## src/rtl/nearest_center_assign_defines.svh

```systemverilog
// Assertion macros shared by the nearest-center assignment RTL.
`ifndef NEAREST_CENTER_ASSIGN_DEFINES_SVH
`define NEAREST_CENTER_ASSIGN_DEFINES_SVH

`ifndef SYNTH
// Same-cycle implication, disabled while reset is asserted.
`define NCA_ASSERT_IMPLY(lbl, clk, rst_n, ante, cons) \
	lbl: assert property (@(posedge clk) disable iff (!rst_n) (ante) |-> (cons)) \
		else $error("assertion failed: same-cycle implication");
// Next-cycle implication, disabled while reset is asserted.
`define NCA_ASSERT_NEXT(lbl, clk, rst_n, ante, cons) \
	lbl: assert property (@(posedge clk) disable iff (!rst_n) (ante) |=> (cons)) \
		else $error("assertion failed: next-cycle implication");
`else
`define NCA_ASSERT_IMPLY(lbl, clk, rst_n, ante, cons)
`define NCA_ASSERT_NEXT(lbl, clk, rst_n, ante, cons)
`endif

`endif

```

## src/rtl/nca_pkg.sv

```systemverilog
// Package with types, constants and codes of the nearest-center assignment block.
package nca_pkg;

	// Default structural sizes.
	localparam int MAX_CLUSTERS_DEF = 16;
	localparam int MAX_DIMS_DEF     = 16;
	localparam int COORD_BITS_DEF   = 16;

	// Configuration register width and reset values.
	localparam int          CFG_W              = 5;
	localparam logic [4:0]  NUM_CLUSTERS_RESET = 5'd4;
	localparam logic [4:0]  NUM_DIMS_RESET     = 5'd3;

	// Output stream payload width: sample number, nearest cluster, zero fill.
	localparam int SAMPLE_W    = 32;
	localparam int CLUSTER_W   = 4;
	localparam int OUT_TDATA_W = ((SAMPLE_W + CLUSTER_W + 7) / 8) * 8;

	// Register indexes, taken from paddr[2].
	typedef enum logic {
		REG_NUM_CLUSTERS = 1'b0,
		REG_NUM_DIMS     = 1'b1
	} reg_idx_t;

	// Controller states.
	typedef enum logic [1:0] {
		ST_IDLE,
		ST_RUN,
		ST_DRAIN,
		ST_EMIT
	} state_t;

	// Commands from controller to datapath.
	typedef struct packed {
		logic load;   // take the accepted coordinate
		logic issue;  // start one center visit at the given index
		logic emit;   // move the finished sample result to the output register
	} cmd_t;

	// Status from datapath to controller.
	typedef struct packed {
		logic last;         // current coordinate completes its sample
		logic final_visit;  // the given index is the last center in use
		logic busy;         // visits still in flight in the pipeline
		logic out_free;     // output register can take a result this cycle
	} sts_t;

endpackage

```

## src/rtl/nca_ctrl.sv

```systemverilog
// Controller state machine that sequences center visits for each coordinate.
module nca_ctrl import nca_pkg::*; #(
	parameter int MAX_CLUSTERS = MAX_CLUSTERS_DEF
) (
	input  logic                                                clk,
	input  logic                                                arst_n,
	input  logic                                                in_valid,
	output logic                                                in_ready,
	output cmd_t                                                cmd,
	output logic [((MAX_CLUSTERS > 1) ? $clog2(MAX_CLUSTERS) : 1)-1:0] cidx,
	input  sts_t                                                sts
);

	localparam int CW = (MAX_CLUSTERS > 1) ? $clog2(MAX_CLUSTERS) : 1;

	state_t        state_q, state_d;
	logic [CW-1:0] cidx_q, cidx_d;

	// State and visit counter registers.
	always_ff @(posedge clk or negedge arst_n) begin
		if (!arst_n) begin
			state_q <= ST_IDLE;
			cidx_q  <= '0;
		end else begin
			state_q <= state_d;
			cidx_q  <= cidx_d;
		end
	end

	assign cidx = cidx_q;

	// Next state and commands.
	always_comb begin
		state_d   = state_q;
		cidx_d    = cidx_q;
		in_ready  = 1'b0;
		cmd       = '0;
		unique case (state_q)
			ST_IDLE: begin
				in_ready = 1'b1;
				if (in_valid) begin
					cmd.load = 1'b1;
					cidx_d   = '0;
					state_d  = ST_RUN;
				end
			end
			ST_RUN: begin
				cmd.issue = 1'b1;
				if (sts.final_visit) begin
					state_d = ST_DRAIN;
				end else begin
					cidx_d = cidx_q + CW'(1);
				end
			end
			ST_DRAIN: begin
				if (!sts.busy) begin
					state_d = sts.last ? ST_EMIT : ST_IDLE;
				end
			end
			ST_EMIT: begin
				if (sts.out_free) begin
					cmd.emit = 1'b1;
					state_d  = ST_IDLE;
				end
			end
			default: begin
				state_d = ST_IDLE;
			end
		endcase
	end

endmodule

```

## config.mk

```make
export PLATFORM = sky130hd
export DESIGN_NAME = nca_ctrl
export DESIGN_NICKNAME = d
export VERILOG_FILES = /design/src/rtl/nearest_center_assign_defines.svh /design/src/rtl/nca_pkg.sv /design/src/rtl/nca_ctrl.sv
export SDC_FILE = /design/constraint.sdc
export NUM_CORES = 1
export LEC_CHECK = 0
export BUFFER_PORTS_ARGS = -buffer_cell sky130_fd_sc_hd__buf_2
export CAP_MARGIN = 20
export CORE_AREA = 2 2 39 41
export DETAILED_ROUTE_END_ITERATION = 8
export DIE_AREA = 0 0 41 43
export GPL_TIMING_DRIVEN = 0
export HOLD_SLACK_MARGIN = 0.08
export PLACE_DENSITY = 0.51
export SYNTH_ARGS = -nofsm -noshare
export SYNTH_HDL_FRONTEND = slang
export SYNTH_SLANG_ARGS = --single-unit
```

## constraint.sdc

```tcl
create_clock -name clk -period 2.2 [get_ports clk]
set_clock_uncertainty 0.15 [all_clocks]
set_input_delay 0.11 -clock clk [delete_from_list [all_inputs] [get_ports clk]]
set_output_delay 0.11 -clock clk [all_outputs]
set_load 0.01 [all_outputs]
```

=== Word-level counts from Yosys, hierarchy flattened ===
Cells that the tools add are included.

* Equality and inequality tests: 8
* $add $sub $neg: 1
* Muxes and demuxes: 15
* Reductions and logical operators: 4

{| class="wikitable"
|+ Operators with widths
! cell !! count
|-
| $mux W2 || 5
|-
| $ne A2 B2 Y1 const B || 5
|-
| $mux W4 || 2
|-
| $pmux W2 S4 || 1
|-
| $pmux W4 S2 || 1
|-
| $mux W1 || 6
|-
| $add A4 B1 Y4 const B || 1
|-
| $eq A2 B2 Y1 const B || 2
|-
| $reduce_and A4 Y1 || 1
|-
| $reduce_and A3 Y1 || 1
|-
| $eq A2 B1 Y1 const B || 1
|-
| $logic_not A2 Y1 || 1
|-
| $reduce_bool A2 Y1 || 1
|}

* Input port bits: 7
* Logic and storage cells: 30
* Bits in registers: 6

=== Logic depth before layout (Yosys ltp) ===
* Word-level depth: 3
* Mapped depth: 4
* Depth with buffers taken out: 4

=== Worst setup path after synthesis ===
Ideal clock, no wire load.

* Path type: reg-to-reg
* Start point: register cidx_q[0] (netlist: cidx[0])
* End point: register cidx_q[2] (netlist: cidx[2])
* Buffers on the path: 0
* Arrival time: 1.254 ns
* Required time: 1.929 ns
* Cell stages (with the launch flop): 5
* Setup slack: 0.676 ns
* Path through: dfrtp_1 -> ha_1 -> nor2b_1 -> mux2_2 -> a22o_1

* Longest elaborated chain between the ends: 3

{| class="wikitable"
|+ Ends and longest elaborated chain
! item !! RTL line !! source
|-
| from (decl) || nca_ctrl.sv:17 || <nowiki>logic [CW-1:0] cidx_q, cidx_d;</nowiki>
|-
| from (signal assigned) || nca_ctrl.sv:26 || <nowiki>cidx_q <= cidx_d;</nowiki>
|-
| $add A4 B1 Y4 || nca_ctrl.sv:52 || <nowiki>cidx_d = cidx_q + CW'(1);</nowiki>
|-
| $mux W4 || nca_ctrl.sv:49 || <nowiki>if (sts.final_visit) begin</nowiki>
|-
| $pmux W4 S2 || nca_ctrl.sv:38 || <nowiki>unique case (state_q)</nowiki>
|}

No other way between the ends. The select of a mux whose other input is x is not followed.
A chain may end at the register's enable or synchronous reset.

=== Worst setup path in the final report ===
* Start point: register state_q[1]
* End point: register state_q[0]

* Longest elaborated chain between the ends: 3
* Elaborated cells between the ends (all ways): 10

{| class="wikitable"
|+ Ends and longest elaborated chain
! item !! RTL line !! source
|-
| from (decl) || nca_ctrl.sv:16 || <nowiki>state_t state_q, state_d;</nowiki>
|-
| from (signal assigned) || nca_ctrl.sv:25 || <nowiki>state_q <= state_d;</nowiki>
|-
| $eq A2 B1 Y1, or another cell as far along || nca_ctrl.sv:38 ||
|-
| $ne A2 B2 Y1 (no source line) || n/a ||
|-
| $reduce_and A4 Y1 (no source line) || n/a ||
|}

Parallel ways exist; a longest one is shown, timed or not.

==> qor.txt <==
Clock slew at reported path FFs: 0.04 ns
IR drop worst, VDD: 0.000492 V
Area leader, netlist: dfrtp_1
Slew @ Worst Pin: 0.285 ns
Total number of vias: 374
Synth Register Bits: 6
Fraction of layout cells with a size suffix above 1: 0.393
GP Congestion: 0.623
Post-route clock period utilization: 0.770
Post-synth EDFFs: 0
Avg Cell Area, Syn: 10.3 µm²
Critical path required time: 2.17 ns
Via-per-instance ratio: 4.86
Hold Buf Count CTS: 6
Slowest CP cell: dlygate4sd3_1
TritonCTS Sinks: 6
CTS tree: yes
Vias in the first global route: 369
Worst EP arrival: 1.66 ns
Max-cap viol count: 0
Worst setup EP type: register
Storage cell area: 150 µm²
RSZ-0062 raised after global routing: false
Delay of the slowest critical-path stage: 0.55 ns
Row count: 14
Dpl hpwl: 629 µm
DRT antenna net count: 0
Clock root buffer: clkbuf_4
Drt total wl: 815 µm
Final Hold Vio Count: 0
Die height: 43 µm
Most common cell in the netlist: dfrtp_1
Initial antenna violation count: 0
P_leak: 0.306 nW
CTS Buffer Depth: 2
Largest net degree at the start of global routing: 11
Top cells by area, synth: dfrtp_1, a22o_1, nor2b_1, nand4b_4, mux2_2
Asr flop ratio synth: 1.00
Fmax: 0.591 GHz
Synth Cell Area: 392 µm²
Sequential element share of the synthesized area: 0.383
I/O Buffers: 14
Clock latency at the later pin of the worst-skew pair: 0.24 ns
Power Density: 1130 nW/µm²
Startpoint types: register
Grt total ovfl: 0
Initial Util: 0.283
Post-CTS Setup Inserts: 0
Drt wl/cell: 10.6 µm
Final #Nets: 71
Relative slew margins: 0.809
Die area: 1760 µm²
Cell variety after synth: 17
Hold Path Class: input pin to register
Cells after synthesis: 38
Status: finished, final reports clean
Setup slack after layout: 0.507 ns
Critical path buffers and inverters: 2
Synth top area share: 0.383
Die X: 41 µm
Setup Viol. Count Final: 0
Worst-path cell chain: buf_4 -> nor2b_1 -> nand3b_1 -> o21ai_0 -> dlygate4sd3_1
First-pass DRT Iterations: 2
Initial DRC Count: 1
Core area: 1380 µm²
Post-CTS sizing: 0
Residual DRC: 0
Multi-input gate area: 223 µm²
Total power: 0.000636 W
Area delta synth->final: 44.1%
GR Util All Layers: 0.136
Synth top cells by count: dfrtp_1, a22o_1, nor2_1, nor2b_1, o21ai_0
H-tree depth: 1
Peak fanout along the critical path: 10
Clock buffer count from CTS: 3
Max Slew Vio Count: 0
Ports: 15
Diodes inserted: 0
Crit Path Category: register to register
Synth Flop Type: dfrtp_1
Filler Cell Count: 152
Setup TNS: 0 ns
Syn nets: 46
Setup Slack @ Placement: 0.637 ns
Fin crit period: 1.69 ns
First-pass GRT wire length: 1520 µm
Crit path max-delay family: buffers and inverters
Number of synthesis warnings: 0
-- cells by family after synthesis --
logic type / synth area share
and+or+nand+nor: 0.233
AOI/OAI and AO/OA: 0.208
DFF: 0.383
buffers and inverters: 0.0479
muxes: 0.0958
adders and majority gates: 0.0319
-- worst paths after layout --
check,startpoint,cells past startpoint,slack (ns),endpoint
worst min register to register,cidx[3]$_DFFE_PN0P_,1,0.41,cidx[3]$_DFFE_PN0P_
worst min-delay path,sts[2],3,0.15,cidx[1]$_DFFE_PN0P_
min in group asynchronous,arst_n,3,0.65,state_q[1]$_DFFE_PN0P_
worst max-delay path,state_q[1]$_DFFE_PN0P_,5,0.51,state_q[0]$_DFFE_PN0P_
max in group asynchronous,arst_n,3,1.03,cidx[0]$_DFFE_PN0P_
worst max register to register,state_q[1]$_DFFE_PN0P_,5,0.51,state_q[0]$_DFFE_PN0P_
-- layout make-up --
cell class              count  share of cell area
clock buffers               3              0.0399
inverters                   1             0.00665
repair buffers             20               0.231
plain buffers               2              0.0266
multi-input cells          29               0.395
well taps                  16              0.0355
flip-flops and latches      6               0.266
-- worst reg2reg max path: cells and delay by family (launching register included) --
kind / cells / cell delay [ns]
buffers and inverters: 2 / 0.72
DFF: 1 / 0.39
and+or+nand+nor: 2 / 0.24
AOI/OAI and AO/OA: 1 / 0.07
-- flip-flops by register name (all words and copies together) (netlist names) --
register	count
state_q	2
cidx	4
-- power breakdown --
group | internal, W | switching, W
sequential | 0.000152 | 0.0000564
combinational | 0.000177 | 0.000154
clock | 0.0000615 | 0.0000367
-- metal layers --
metal,part of all wire,track usage,vias up
met4,0,0.0800,0
li1,-,-,186
met1,0.43,0.150,175
met5,0,0,-
met2,0.50,0.194,13
met3,0.071,0.0785,0
-- through the flow --
stage / area, µm² / hold slack, ns / std cells / util
CTS: 564 / 0.142 / 77 / 0.408
global route: 564 / 0.158 / 77 / 0.408
global placement: 482 / -0.204 / 68 / 0.348
floorplan: 392 / -0.336 / 38 / -
finish: 564 / 0.152 / 77 / 0.408
detailed placement: 482 / -0.207 / 68 / 0.348
-- cell usage in the layout, fill, tap and decap left out --
master          n
buf_2          14
dfrtp_1         6
dlygate4sd3_1   6
a22o_1          5
nor2b_1         4
nor2_1          4
o21ai_0         4
clkbuf_4        3
buf_4           2
nand2_1         2
mux2_2          2
and3_1          1
and2_1          1
inv_1           1
a2bb2oi_1       1
nand3b_1        1
o21ai_2         1
nand4b_4        1
mux2_4          1
ha_1            1
Power figures use the tool's default switching activity.
